## src/design/sitoa_pkg.sv

```systemverilog
package sitoa_pkg;

    localparam int DEFAULT_VALUE_BITS = 32;

    // Output word: text_char [5:0], run_length [9:6], zero fill up to a whole byte.
    localparam int CHAR_W      = 6;
    localparam int LEN_W       = 4;
    localparam int OUT_TDATA_W = ((CHAR_W + LEN_W + 7) / 8) * 8;

    localparam logic [CHAR_W-1:0] CH_ZERO  = 6'd48;
    localparam logic [CHAR_W-1:0] CH_MINUS = 6'd45;

    // Decimal digits needed for any unsigned value of the given width:
    // floor(bits * log10(2)) + 1, with log10(2) taken as 1233 / 4096.
    function automatic int dec_digits(input int bits);
        return ((bits * 1233) >> 12) + 1;
    endfunction

endpackage

```

## src/design/signed_int_to_decimal_ascii_core.sv

```systemverilog
// Signed integer to decimal ASCII text.
//
// Input channel s_axis: one word per value, the two's complement integer in
// the low VALUE_BITS bits of tdata. Output channel m_axis: one word per
// character, '-' first for negative values, then the digits from most to
// least significant, no leading zeros ("0" for zero). Every word carries the
// run length (masked to 4 bits) and tlast marks the final character.
//
// Sequence: after a value is accepted the shift-and-adjust BCD converter
// shifts the value in bit by bit, a leading-zero trim drops zero digits one
// at a time and keeps at least one, then one character leaves per cycle
// while the receiver keeps up. The single converter sets the rate;
// s_axis_tready is high only when the sequencer is idle, so a new value is
// taken only after the last character of the previous one has been loaded
// into the output register.
//
// Reset clears the sequencer and the output valid; no word is in flight.
// When the receiver stalls, the output register holds the current character
// and the sequencer waits; nothing is dropped.
module signed_int_to_decimal_ascii_core #(
    parameter int VALUE_BITS = sitoa_pkg::DEFAULT_VALUE_BITS
) (
    input  logic                                clk,
    input  logic                                rst_n,
    input  logic                                s_axis_tvalid,
    output logic                                s_axis_tready,
    // tdata: value [VALUE_BITS-1:0], zero fill to a whole byte
    input  logic [((VALUE_BITS + 7) / 8) * 8 - 1:0] s_axis_tdata,
    output logic                                m_axis_tvalid,
    input  logic                                m_axis_tready,
    // tdata: text_char [5:0], run_length [9:6], zero fill above
    output logic [sitoa_pkg::OUT_TDATA_W-1:0]   m_axis_tdata,
    output logic                                m_axis_tlast
);

    localparam int NDIG   = sitoa_pkg::dec_digits(VALUE_BITS);
    localparam int BCD_W  = 4 * NDIG;
    localparam int CNT_W  = $clog2(VALUE_BITS);
    localparam int NDIG_W = $clog2(NDIG + 1);
    localparam int TOT_W  = $clog2(NDIG + 2);
    localparam int CHAR_W = sitoa_pkg::CHAR_W;
    localparam int LEN_W  = sitoa_pkg::LEN_W;

    localparam logic [CNT_W-1:0]  CNT_LAST  = CNT_W'(VALUE_BITS - 1);
    localparam logic [NDIG_W-1:0] NDIG_FULL = NDIG_W'(NDIG);
    localparam logic [NDIG_W-1:0] NDIG_ONE  = NDIG_W'(1);

    // Sequencer codes
    localparam logic [1:0] ST_IDLE = 2'd0;
    localparam logic [1:0] ST_CONV = 2'd1;
    localparam logic [1:0] ST_TRIM = 2'd2;
    localparam logic [1:0] ST_EMIT = 2'd3;

    logic [1:0]            state_reg, state_next;
    logic [VALUE_BITS-1:0] bin_reg, bin_next;
    logic [BCD_W-1:0]      bcd_reg, bcd_next;
    logic [CNT_W-1:0]      cnt_reg, cnt_next;
    logic [NDIG_W-1:0]     ndig_reg, ndig_next;
    logic                  neg_reg, neg_next;
    logic                  sign_pend_reg, sign_pend_next;
    logic [TOT_W-1:0]      total_reg, total_next;

    logic                  out_valid_reg, out_valid_next;
    logic [CHAR_W-1:0]     out_char_reg, out_char_next;
    logic [LEN_W-1:0]      out_len_reg, out_len_next;
    logic                  out_last_reg, out_last_next;

    logic [VALUE_BITS-1:0] raw;
    logic [VALUE_BITS-1:0] mag;
    logic [BCD_W-1:0]      bcd_adj;
    logic [3:0]            top_digit;
    logic                  out_free;
    logic                  in_fire;
    logic [TOT_W+LEN_W-1:0] total_ext;

    assign raw       = s_axis_tdata[VALUE_BITS-1:0];
    assign mag       = raw[VALUE_BITS-1] ? (~raw + VALUE_BITS'(1)) : raw;
    assign top_digit = bcd_reg[BCD_W-1 -: 4];
    assign out_free  = !out_valid_reg || m_axis_tready;
    assign s_axis_tready = (state_reg == ST_IDLE);
    assign in_fire   = s_axis_tvalid && s_axis_tready;
    assign total_ext = {{LEN_W{1'b0}}, total_reg};

    // Add 3 to every BCD digit of 5 or more before the shift.
    always_comb
    begin
        for (int i = 0; i < NDIG; i++)
        begin
            if (bcd_reg[4*i +: 4] >= 4'd5)
                bcd_adj[4*i +: 4] = bcd_reg[4*i +: 4] + 4'd3;
            else
                bcd_adj[4*i +: 4] = bcd_reg[4*i +: 4];
        end
    end

    always_comb
    begin
        state_next     = state_reg;
        bin_next       = bin_reg;
        bcd_next       = bcd_reg;
        cnt_next       = cnt_reg;
        ndig_next      = ndig_reg;
        neg_next       = neg_reg;
        sign_pend_next = sign_pend_reg;
        total_next     = total_reg;
        out_valid_next = out_valid_reg && !m_axis_tready;
        out_char_next  = out_char_reg;
        out_len_next   = out_len_reg;
        out_last_next  = out_last_reg;

        case (state_reg)
            ST_IDLE:
            begin
                if (in_fire)
                begin
                    bin_next   = mag;
                    bcd_next   = '0;
                    cnt_next   = '0;
                    neg_next   = raw[VALUE_BITS-1];
                    ndig_next  = NDIG_FULL;
                    state_next = ST_CONV;
                end
            end
            ST_CONV:
            begin
                bcd_next = {bcd_adj[BCD_W-2:0], bin_reg[VALUE_BITS-1]};
                bin_next = {bin_reg[VALUE_BITS-2:0], 1'b0};
                cnt_next = cnt_reg + CNT_W'(1);
                if (cnt_reg == CNT_LAST)
                    state_next = ST_TRIM;
            end
            ST_TRIM:
            begin
                // Drop one leading zero digit a cycle, keep at least one.
                if (ndig_reg != NDIG_ONE && top_digit == 4'd0)
                begin
                    bcd_next  = {bcd_reg[BCD_W-5:0], 4'd0};
                    ndig_next = ndig_reg - NDIG_W'(1);
                end
                else
                begin
                    total_next     = TOT_W'(ndig_reg) + TOT_W'(neg_reg);
                    sign_pend_next = neg_reg;
                    state_next     = ST_EMIT;
                end
            end
            ST_EMIT:
            begin
                if (out_free)
                begin
                    out_valid_next = 1'b1;
                    out_len_next   = total_ext[LEN_W-1:0];
                    if (sign_pend_reg)
                    begin
                        out_char_next  = sitoa_pkg::CH_MINUS;
                        out_last_next  = 1'b0;
                        sign_pend_next = 1'b0;
                    end
                    else
                    begin
                        out_char_next = sitoa_pkg::CH_ZERO + CHAR_W'(top_digit);
                        out_last_next = (ndig_reg == NDIG_ONE);
                        bcd_next      = {bcd_reg[BCD_W-5:0], 4'd0};
                        ndig_next     = ndig_reg - NDIG_W'(1);
                        if (ndig_reg == NDIG_ONE)
                            state_next = ST_IDLE;
                    end
                end
            end
            default:
            begin
                state_next = ST_IDLE;
            end
        endcase
    end

    always_ff @(posedge clk or negedge rst_n)
    begin
        if (!rst_n)
        begin
            state_reg     <= ST_IDLE;
            out_valid_reg <= 1'b0;
            sign_pend_reg <= 1'b0;
        end
        else
        begin
            state_reg     <= state_next;
            out_valid_reg <= out_valid_next;
            sign_pend_reg <= sign_pend_next;
        end
    end

    always_ff @(posedge clk)
    begin
        bin_reg      <= bin_next;
        bcd_reg      <= bcd_next;
        cnt_reg      <= cnt_next;
        ndig_reg     <= ndig_next;
        neg_reg      <= neg_next;
        total_reg    <= total_next;
        out_char_reg <= out_char_next;
        out_len_reg  <= out_len_next;
        out_last_reg <= out_last_next;
    end

    assign m_axis_tvalid = out_valid_reg;
    assign m_axis_tlast  = out_last_reg;
    assign m_axis_tdata  = {{(sitoa_pkg::OUT_TDATA_W - CHAR_W - LEN_W){1'b0}},
                            out_len_reg, out_char_reg};

    // Emitted characters are always '-' or a decimal digit.
    assert property (@(posedge clk) disable iff (!rst_n)
        m_axis_tvalid |-> (out_char_reg == sitoa_pkg::CH_MINUS) ||
                          (out_char_reg >= sitoa_pkg::CH_ZERO &&
                           out_char_reg <= sitoa_pkg::CH_ZERO + CHAR_W'(9)))
        else $error("character out of range");

    // A run never ends on the sign.
    assert property (@(posedge clk) disable iff (!rst_n)
        m_axis_tvalid && m_axis_tlast |-> out_char_reg != sitoa_pkg::CH_MINUS)
        else $error("run ends on sign");

    // An accepted value starts the conversion in the next cycle.
    assert property (@(posedge clk) disable iff (!rst_n)
        in_fire |=> state_reg == ST_CONV)
        else $error("conversion did not start");

    // The digit count never falls to zero while digits are pending.
    assert property (@(posedge clk) disable iff (!rst_n)
        (state_reg == ST_TRIM || state_reg == ST_EMIT) |-> ndig_reg != '0)
        else $error("digit count underflow");

    // A pending sign only exists for negative values.
    assert property (@(posedge clk) disable iff (!rst_n)
        (state_reg == ST_EMIT && sign_pend_reg) |-> neg_reg)
        else $error("sign pending on non-negative value");

endmodule
```

## config.mk

```make
export PLATFORM = sky130hd
export DESIGN_NAME = signed_int_to_decimal_ascii_core
export DESIGN_NICKNAME = d
export VERILOG_FILES = /design/src/design/sitoa_pkg.sv /design/src/design/signed_int_to_decimal_ascii_core.sv
export SDC_FILE = /design/constraint.sdc
export NUM_CORES = 1
export LEC_CHECK = 0
export ABC_AREA = 1
export BUFFER_PORTS_ARGS = -buffer_cell sky130_fd_sc_hd__buf_2
export CAP_MARGIN = 0
export CORE_UTILIZATION = 65
export CTS_BUF_LIST = sky130_fd_sc_hd__clkbuf_8 sky130_fd_sc_hd__clkbuf_16
export DETAILED_ROUTE_END_ITERATION = 10
export GPL_ROUTABILITY_DRIVEN = 0
export HOLD_SLACK_MARGIN = 0.12
export PLACE_DENSITY = 0.87
export SLEW_MARGIN = 20
export SYNTH_ARGS = -nofsm -noshare
export SYNTH_HDL_FRONTEND = slang
export SYNTH_SLANG_ARGS = --single-unit
```

## constraint.sdc

```tcl
create_clock -name clk -period 8.8 [get_ports clk]
set_input_delay 1.32 -clock clk [delete_from_list [all_inputs] [get_ports clk]]
set_output_delay 1.32 -clock clk [all_outputs]
set_load 0.01 [all_outputs]
```

==> metrics.md, run 1 <==
| Metric | Value |
|---|---|
| Post-CTS setup buffer count | `0` |
| Initial drt markers | `507` |
| Row count | `35` |
| Pre-antenna DRT Iters | `5` |
| Ys async rst share | `0.0400` |
| Post-DRT Antenna Nets | `0` |
| GRT Overall Usage | `0.266` |
| HP Class | `reg2reg` |
| # IOs | `55` |
| Hold bufs inserted after CTS | `0` |
| HPWL Detailed | `9180 um` |
| Slew headroom | `0.418` |
| Leading cell types in the layout, fill and taps excluded | `nand2_1, nor2_1, edfxtp_1` |
| Number of CTS-inserted buffers | `9` |
| Reg clk slew, reported paths | `approximately 0.12 ns` |
| Peak supply drop | `about 0.00017 V` |
| Crit Path Max Fanout | `41` |
| Slew @ Worst Pin | `0.873 ns` |
| Die area | `0.0101 mm^2` |
| Pre-CTS WS | `5.70 ns` |
| Maximum level of the CTS H-tree | `3` |
| Root Driver | `clkbuf_8` |
| Crit path arrival time | `3.09 ns` |
| Clock buffer depth | `2` |
| Cell variety after synth | `38` |
| Sequential power share | `0.422` |
| Post-Syn Area | `0.00630 mm^2` |
| Total core area | `0.00933 mm^2` |
| TritonCTS clock tree | `built` |
| Clock Skew | `approximately 0.02 ns` |
| Vias | `between 5000 and 6000` |
| Synth top area share | `0.457` |
| Final worst setup slack | `5.92 ns` |
| Die width | `100 um` |
| Max Clock Freq | `approximately 350 MHz` |
| Syn Area/Cell | `8.67 um^2` |
| Post-synth top flop | `edfxtp_1` |
| Avg Vias per Cell | `~5.7` |
| Commonest non-fill, non-tap cell in the layout | `nand2_1` |
| Final hold violation count | `0` |
| Lkg Pwr | `roughly 0.0030 uW` |
| Routed wire length | `12900 um` |
| # DRC | `0` |
| Max reg flops | `40` |
| P_int | `roughly 1300 uW` |
| Maxcap violations | `0` |
| Synth-to-Final Area Change | `7.78%` |
| Post-synth EDFFs | `96` |
| Leading area contributor after synthesis | `edfxtp_1` |
| Synth Register Bits | `100` |
| Worst-skew pair later-pin latency | `0.38 ns` |
| Seq/Total Area, Yosys | `0.473` |
| First-pass GRT wire length | `between 20000 and 25000 um` |
| Final Setup Violations | `0` |
| Finished Layout Cells | `901` |
| GRT Residual Overflow | `0` |
| Die height | `100 um` |
| Period utilization | `0.328` |
| Startpoint Class | `flip-flop` |
| Crit path required time | `approximately 9.0 ns` |
| Drt wl/cell | `14.3 um` |
| Share of layout cells above drive strength 1 | `0.139` |
| RSZ-0062 raised after global routing | `no` |
| Placed Instances | `883` |
| Power Dens Cells | `346 mW/mm^2` |
| Pin count of the biggest net entering global routing | `42` |
| Antenna violations before repair | `0` |
| Fin Hold WS | `0.411 ns` |
| TritonCTS Sinks | `100` |
| Psw | `1020 uW` |
| Synth warnings | `0` |
| Port-buffer cells | `47` |
| Slew Viols, Final | `0` |
| Fin crit period | `2.88 ns` |
| Synth top area cells | `edfxtp_1, nand2_1, ha_1` |
| Final nets | `836` |
| Post-CTS Resized | `0` |
| Clock network fraction of total power | `0.122` |
| Setup_tns | `0 ns` |
| Combinational fraction of design power | `0.456` |
| Switching Share | `0.432` |
| CP Class | `reg2reg` |
| Initial Util | `0.676` |
| Setup crit end kind | `flip-flop` |
| Status | `finished, final reports clean` |
| Diodes inserted | `0` |
| Synth Instances | `about 730` |
| Via count of the first global-routing pass | `4772` |
==> metal layers <==
layer,vias to the layer above,share of wire,track usage
met1,2448,0.43,0.356
li1,2512,-,-
met5,-,0,0
met4,0,0.013,0.0847
met3,21,0.053,0.0298
met2,192,0.50,0.457
==> Yosys cell counts, types with 8 or more instances <==
master,number
a21oi_1,21
o21ai_1,11
buf_4,11
nor2_1,99
nor2_2,8
o32ai_2,9
nand3_1,45
ha_1,33
o21ai_0,48
inv_1,94
nand4_1,10
xor2_1,10
nand2_1,157
o211ai_1,9
edfxtp_1,96
==> cells by family (layout without fill, tap and decap cells) <==
| family | after synthesis | after routing | share of synthesized area |
|---|---|---|---|
| flops | 100 | 100 | 0.473 |
| compound gates | 122 | 122 | 0.132 |
| simple gates | 333 | 333 | 0.222 |
| buf+inv | 126 | 166 | 0.0907 |
| other cells | 2 | 7 | 0.00119 |
| xor+xnor | 11 | 11 | 0.0153 |
| fa+ha+maj | 33 | 33 | 0.0655 |
==> power by group through the flow <==
stage                     registers (uW)  clock network [uW]  logic (uW)
after floorplan                      994                   0         806
after global placement               994                   0         958
after detailed placement            1010                   0        1020
after CTS                            998                 288        1030
after global routing                1020                 308        1200
final                                994                 287        1070
==> through the flow <==
step / total power, uW / utilization / cell area, um^2
after floorplan: 1800 / - / 6320
after global placement: 1950 / 0.703 / 6550
after detailed placement: 2030 / 0.703 / 6550
after CTS: 2320 / 0.723 / 6750
after global routing: 2520 / 0.729 / 6800
final: 2350 / 0.729 / 6800
==> worst paths after layout <==
path / startpoint / end / slack (ns) / cells after the start
setup / recovery: state_reg[1] / bcd_reg[24] / 5.92 / 9
setup reg to reg: state_reg[1] / bcd_reg[24] / 5.92 / 9
max in group asynchronous: rst_n / sign_pend_reg / 7.92 / 1
hold / removal: total_reg[0] / out_len_reg[0] / 0.41 / 0
hold reg to reg: total_reg[0] / out_len_reg[0] / 0.41 / 0
min in group asynchronous: rst_n / m_axis_tvalid / 0.75 / 1
==> area by class of cell <==
cell class | instances | area, um^2
Tap cell | 129 | 161
Multi-Input combinational cell | 506 | 2790
Sequential cell | 100 | 2980
Clock inverter | 7 | 70.1
Inverter | 99 | 372
Clock buffer | 9 | 124
Timing Repair Buffer | 51 | 298
Fill cell | 670 | 2530
==> critical path: stages, from the launching register on <==
cell     delay (ns)
dfrtp_1        0.41
inv_1          0.13
ha_1           0.16
buf_4          0.32
inv_2          0.38
nor2_4         0.55
inv_2          0.32
a21oi_1        0.21
o21ai_0        0.11
o21ai_0        0.10
No activity file was read; power rests on OpenSTA's default activity.
==> inputs of run 2 (changes only) <==
CORE_UTILIZATION = 61   (was 65)
PLACE_DENSITY = 0.82   (was 0.87)
clock period = 2.8 ns   (was 8.8 ns; I/O delays follow)
==> metrics.md, run 2 (synthesis results as in run 1) <==
| Metric | Value |
|---|---|
| Setup_tns | `0 ns (unchanged)` |
| Hold bufs inserted after CTS | `1 (+1)` |
| CP Class | `reg2reg` |
| Die height | `104 um (+3.2%)` |
| Crit Path Max Fanout | `40 (-2.4%)` |
| Period utilization | `0.741 (+0.413)` |
| Initial Util | `0.636 (-0.0397)` |
| Number of CTS-inserted buffers | `9 (unchanged)` |
| # IOs | `55 (unchanged)` |
| Max Clock Freq | `482 MHz (+39%)` |
| Placed cell area | `0.00659 mm^2 (+0.53%)` |
| Via count of the first global-routing pass | `4789 (+0.36%)` |
| Commonest non-fill, non-tap cell in the layout | `nand2_1` |
| R2r startpoint | `state_reg[0]` |
| Post-DRT Antenna Nets | `0 (unchanged)` |
| Leading cell types in the layout, fill and taps excluded | `nand2_1, nor2_1, edfxtp_1` |
| RSZ-0062 raised after global routing | `no` |
| R2r endpoint | `bcd_reg[15]` |
| FF/Latch Area | `0.00298 mm^2 (unchanged)` |
| Worst-skew pair later-pin latency | `0.37 ns (about the same)` |
| Pre-antenna DRT Iters | `5 (unchanged)` |
| WHS Endpoint | `m_axis_tvalid` |
| Vias | `5068 (-2.0%)` |
| Die width | `104 um (+3.2%)` |
| Final nets | `840 (+0.48%)` |
| Die area | `0.0107 mm^2 (+6.4%)` |
| Total core area | `0.00991 mm^2 (+6.2%)` |
| TritonCTS clock tree | `built` |
| Setup crit end kind | `flip-flop` |
| Clock buffer depth | `2 (unchanged)` |
| Drt wl/cell | `14.2 um (-0.81%)` |
| Fin crit period | `2.07 ns (-0.811 ns)` |
| # DRC | `0 (unchanged)` |
| Fin Hold WS | `0.309 ns (-0.103 ns)` |
| Maxcap violations | `0 (unchanged)` |
| Fillers | `761 (+14%)` |
| Crit path required time | `2.81 ns (-6.20 ns)` |
| Startpoint Class | `flip-flop` |
| Post-CTS Resized | `0 (unchanged)` |
| Initial drt markers | `410 (-19%)` |
| Status | `finished, final reports clean` |
| Avg Vias per Cell | `5.58 (-2.9%)` |
| Post-CTS setup buffer count | `0 (unchanged)` |
| Max reg flops | `40 (unchanged)` |
| Row count | `36 (+2.9%)` |
| HPWL Detailed | `9180 um (about the same)` |
| Final core occ | `0.691 (-0.0373)` |
| Peak supply drop | `0.000682 V (+290%)` |
| Hold path start | `m_axis_tready` |
| Diodes inserted | `0 (unchanged)` |
| GRT Residual Overflow | `0 (unchanged)` |
| Synth-to-Final Area Change | `8.63%` |
| Port-buffer cells | `47 (unchanged)` |
| Clock Skew | `0.0112 ns (-0.00940 ns)` |
| Final Setup Violations | `0 (unchanged)` |
| Lkg Pwr | `0.00301 uW (+1.0%)` |
| Power Dens Cells | `1090 mW/mm^2 (+220%)` |
| Routed wire length | `12900 um (about the same)` |
| Antenna violations before repair | `0 (unchanged)` |
| R2R Setup Slk | `0.73 ns (-5.19 ns)` |
| Final hold violation count | `0 (unchanged)` |
| HP Class | `in2reg` |
| Slew @ Worst Pin | `0.881 ns (+0.00774 ns)` |
| First-pass GRT wire length | `21200 um (-0.58%)` |
| Pin count of the biggest net entering global routing | `41 (-2.4%)` |
| Maximum level of the CTS H-tree | `3 (unchanged)` |
| Slew headroom | `0.413 (-0.00516)` |
| R2R depth | `6 (-3)` |
| Crit path arrival time | `2.09 ns (-1.00 ns)` |
| Footprint of the multi-input gates | `0.00279 mm^2 (unchanged)` |
| TritonCTS Sinks | `100 (unchanged)` |
| Share of layout cells above drive strength 1 | `0.140 (+0.00186)` |
| Design Area, Final | `0.00685 mm^2 (+0.79%)` |
| Slew Viols, Final | `0 (unchanged)` |
| GRT Overall Usage | `0.242 (-0.0242)` |
| Reg clk slew, reported paths | `0.10 ns (-0.02 ns)` |
| Root Driver | `clkbuf_8` |
| Hold path depth | `4 (+4)` |
[run 2: changes by cell type in the layout (fill, tap and decap cells not counted)]
cell / previous run / this run
clkinv_8: 1 / 0
bufinv_16: 0 / 2
dlygate4sd3_1: 0 / 1
buf_4: 2 / 6
clkinv_1: 1 / 2
buf_12: 1 / 0
clkinvlp_4: 1 / 0
inv_8: 1 / 0
[run 2: worst max path at each step]
stage,from,endpoint,slack [ns],depth (start not counted)
5_1_grt,state_reg[1],bcd_reg[24],0.62,8
4_1_cts,state_reg[0],bin_reg[6],0.69,3
3_5_place_dp,state_reg[0],bin_reg[25],0.72,3
2_1_floorplan,state_reg[0],bcd_reg[0],0.31,5
6_report,state_reg[0],bcd_reg[15],0.73,6
3_3_place_gp,state_reg[0],bin_reg[3],0.78,3
[run 2: per-layer routing]
| layer | global-route usage | wire, um | vias to the layer above |
|---|---|---|---|
| li1 | - | - | 2527 |
| met1 | 0.315 | 5590 | 2341 |
| met2 | 0.412 | 6300 | 180 |
| met3 | 0.0346 | 800 | 20 |
| met4 | 0.0918 | 189 | 0 |
| met5 | 0 | 0 | - |
[run 2: worst max-delay path, cell delays in order (launching register included)]
cell and delay, ns:
dfrtp_1 0.42, inv_1 0.10, ha_1 0.28, a22oi_1 0.21, nand2_1 0.14, nor2_4 0.11, buf_4 0.43
[run 2: layout make-up]
class                   instances  area share
flip-flops and latches        100       0.436
multi-input cells             506       0.407
inverters                      99      0.0543
repair buffers                 55      0.0464
well taps                     133      0.0243
clock buffers                   9      0.0181
clock inverters                 7      0.0144
[run 2: per-stage QoR]
stage / worst slack, ns / instances / power (uW)
final: 0.726 / 909 / 7490
after floorplan: 0.310 / 732 / 5640
after detailed placement: 0.718 / 891 / 6390
after global routing: 0.619 / 909 / 8020
after global placement: 0.785 / 891 / 6180
after CTS: 0.693 / 908 / 7440
[run 2: power by group]
group / switching, uW / internal (uW) / total (uW)
combinational: 2240 / 1090 / 3330
sequential: 379 / 2750 / 3130
clock: 522 / 510 / 1030
total: 3140 / 4350 / 7490
==> inputs of run 3 (changes only) <==
clock period = 2.1 ns   (was 2.8 ns; I/O delays follow)
==> metrics.md, run 3 (synthesis results as in run 1) <==
| Metric | Value |
|---|---|
| Status | `finished, final reports clean` |
| Initial drt markers | `437 (+6.6%)` |
| # IOs | `55 (unchanged)` |
| R2r startpoint | `state_reg[0]` |
| Maxcap violations | `0 (unchanged)` |
| CP peak stage delay | `0.40 ns (-0.03 ns)` |
| Final hold violation count | `0 (unchanged)` |
| Lkg Pwr | `0.00305 uW (+1.2%)` |
| Row count | `36 (unchanged)` |
| Post-DRT Antenna Nets | `0 (unchanged)` |
| Avg Vias per Cell | `5.59 (+0.32%)` |
| Combinational fraction of design power | `0.451 (+0.007)` |
| Power Dens Cells | `1470 mW/mm^2 (+35%)` |
| Final nets | `843 (+0.36%)` |
| Slew Viols, Final | `0 (unchanged)` |
| Slowest cell on the critical path | `dfrtp_1` |
| HPWL Detailed | `9310 um (+1.3%)` |
| Reg clk slew, reported paths | `0.10 ns (about the same)` |
| Sequential power share | `0.408 (-0.010)` |
| Startpoint Class | `flip-flop` |
| Crit path arrival time | `1.95 ns (-0.14 ns)` |
| Psw | `4260 uW (+36%)` |
| Via count of the first global-routing pass | `5044 (+5.3%)` |
| Worst-skew pair later-pin latency | `0.38 ns (about the same)` |
| Commonest non-fill, non-tap cell in the layout | `nand2_1` |
| Clock network fraction of total power | `0.141 (+0.003)` |
| Pin count of the biggest net entering global routing | `41 (unchanged)` |
| Diodes inserted | `0 (unchanged)` |
| Initial Util | `0.636 (unchanged)` |
| # DRC | `0 (unchanged)` |
| TritonCTS clock tree | `built` |
| Die height | `104 um (unchanged)` |
| Footprint of the multi-input gates | `0.00279 mm^2 (unchanged)` |
| R2R depth | `6 (unchanged)` |
| Vias | `5101 (+0.65%)` |
| Switching Share | `0.418 (-0.00167)` |
| Number of CTS-inserted buffers | `9 (unchanged)` |
| Hold path start | `m_axis_tready` |
| Max Clock Freq | `533 MHz (+11%)` |
| GRT Overall Usage | `0.253 (+0.0113)` |
| Leading cell types in the layout, fill and taps excluded | `nand2_1, nor2_1, edfxtp_1` |
| Final Setup Violations | `0 (unchanged)` |
| P_int | `5940 uW (+37%)` |
| Pre-antenna DRT Iters | `5 (unchanged)` |
| WHS Endpoint | `m_axis_tvalid` |
| Crit Path Max Fanout | `40 (unchanged)` |
| R2r endpoint | `bcd_reg[23]` |
| Fin crit period | `1.88 ns (-0.198 ns)` |
| Worst path cell trace | `inv_1 -> ha_1 -> a22oi_1 -> nand2_1 -> nor2_4 -> buf_12` |
| Total Power | `10200 uW (+36%)` |
| Share of layout cells above drive strength 1 | `0.145 (+0.00459)` |
| FF/Latch Area | `0.00298 mm^2 (unchanged)` |
| Die width | `104 um (unchanged)` |
| CP Class | `reg2reg` |
| Port-buffer cells | `47 (unchanged)` |
| R2R Setup Slk | `0.22 ns (-0.50 ns)` |
| GRT Residual Overflow | `0 (unchanged)` |
| Setup crit end kind | `flip-flop` |
| HP Class | `in2reg` |
| Drt wl/cell | `14.1 um (-0.33%)` |
| Maximum level of the CTS H-tree | `3 (unchanged)` |
| Synth-to-Final Area Change | `9.78%` |
| Period utilization | `0.893 (+0.153)` |
| Crit path required time | `2.17 ns (-0.64 ns)` |
| Hold path depth | `4 (unchanged)` |
| First-pass GRT wire length | `22100 um (+4.4%)` |
| Peak supply drop | `0.000827 V (+21%)` |
| Setup_tns | `0 ns (unchanged)` |
| Root Driver | `clkbuf_8` |
| RSZ-0062 raised after global routing | `no` |
| Clock buffer depth | `2 (unchanged)` |
| Routed wire length | `12900 um (unchanged)` |
| Total core area | `0.00991 mm^2 (unchanged)` |
| Die area | `0.0107 mm^2 (unchanged)` |
| TritonCTS Sinks | `100 (unchanged)` |
| Crit path launch | `state_reg[0]` |
| Max reg flops | `40 (unchanged)` |
| Clock Skew | `0.0123 ns (+0.00115 ns)` |
| Fillers | `769 (+1.1%)` |
| Antenna violations before repair | `0 (unchanged)` |
[run 3: cell count changes in the layout (fill, tap and decap cells not counted), sizes merged]
cell    previous run  this run
clkinv             4         3
buf               54        57
inv              100       101
[run 3: metal layers]
| layer | wire [um] | GRT usage | up-vias | part of all wire |
|---|---|---|---|---|
| li1 | - | - | 2520 | - |
| met1 | 5530 | 0.314 | 2353 | 0.43 |
| met2 | 6330 | 0.439 | 201 | 0.49 |
| met3 | 798 | 0.0529 | 27 | 0.062 |
| met4 | 211 | 0.0888 | 0 | 0.016 |
| met5 | 0 | 0 | - | 0 |
[run 3: per-stage QoR]
stage	setup WS [ns]	util	hold slack, ns	area (um^2)	instances
detailed placement	0.236	0.674	0.131	6680	895
global route	0.117	0.698	0.212	6920	912
finish	0.224	0.698	0.189	6920	912
CTS	0.212	0.698	0.184	6920	912
global placement	0.338	0.674	0.131	6680	895
floorplan	0.00468	-	0.0194	6340	732
[run 3: critical path: cells and delay by family, from the launching register on]
kind	cells	cell delay [ns]
compound gates	1	0.22
fa+ha+maj	1	0.27
buf+inv	2	0.34
flops	1	0.40
simple gates	2	0.32
[run 3: power by group through the flow]
stage / registers (uW) / logic [uW] / clock network [uW]
final: 4160 / 4610 / 1440
after global routing: 4270 / 5190 / 1520
after CTS: 4160 / 4620 / 1440
after detailed placement: 4210 / 4570 / 0
after global placement: 4140 / 4330 / 0
after floorplan: 4110 / 3420 / 0
[run 3: how the worst max path moves through the flow]
stage                     slack [ns]  cells after the start          end
final                           0.22                      6  bcd_reg[23]
after global routing            0.12                      6  bcd_reg[21]
after CTS                       0.21                      6  bcd_reg[19]
after detailed placement        0.24                      6   bcd_reg[9]
after global placement          0.34                      6  bcd_reg[14]
after floorplan                0.005                      5   bcd_reg[0]
[run 3: area by class of cell]
| type | instances | share of cell area |
|---|---|---|
| flip-flops and latches | 100 | 0.431 |
| multi-input cells | 506 | 0.403 |
| repair buffers | 58 | 0.0553 |
| inverters | 99 | 0.0537 |
| well taps | 133 | 0.0240 |
| clock buffers | 9 | 0.0179 |
| clock inverters | 7 | 0.0154 |
[run 3: what timing repair did]
item / 4_1_cts / 5_1_grt
hold buffers: 1 / 0
gates resized for setup: 0 / 0
hold endpoints to repair: 4 / 0
buffers inserted: 0 / 0
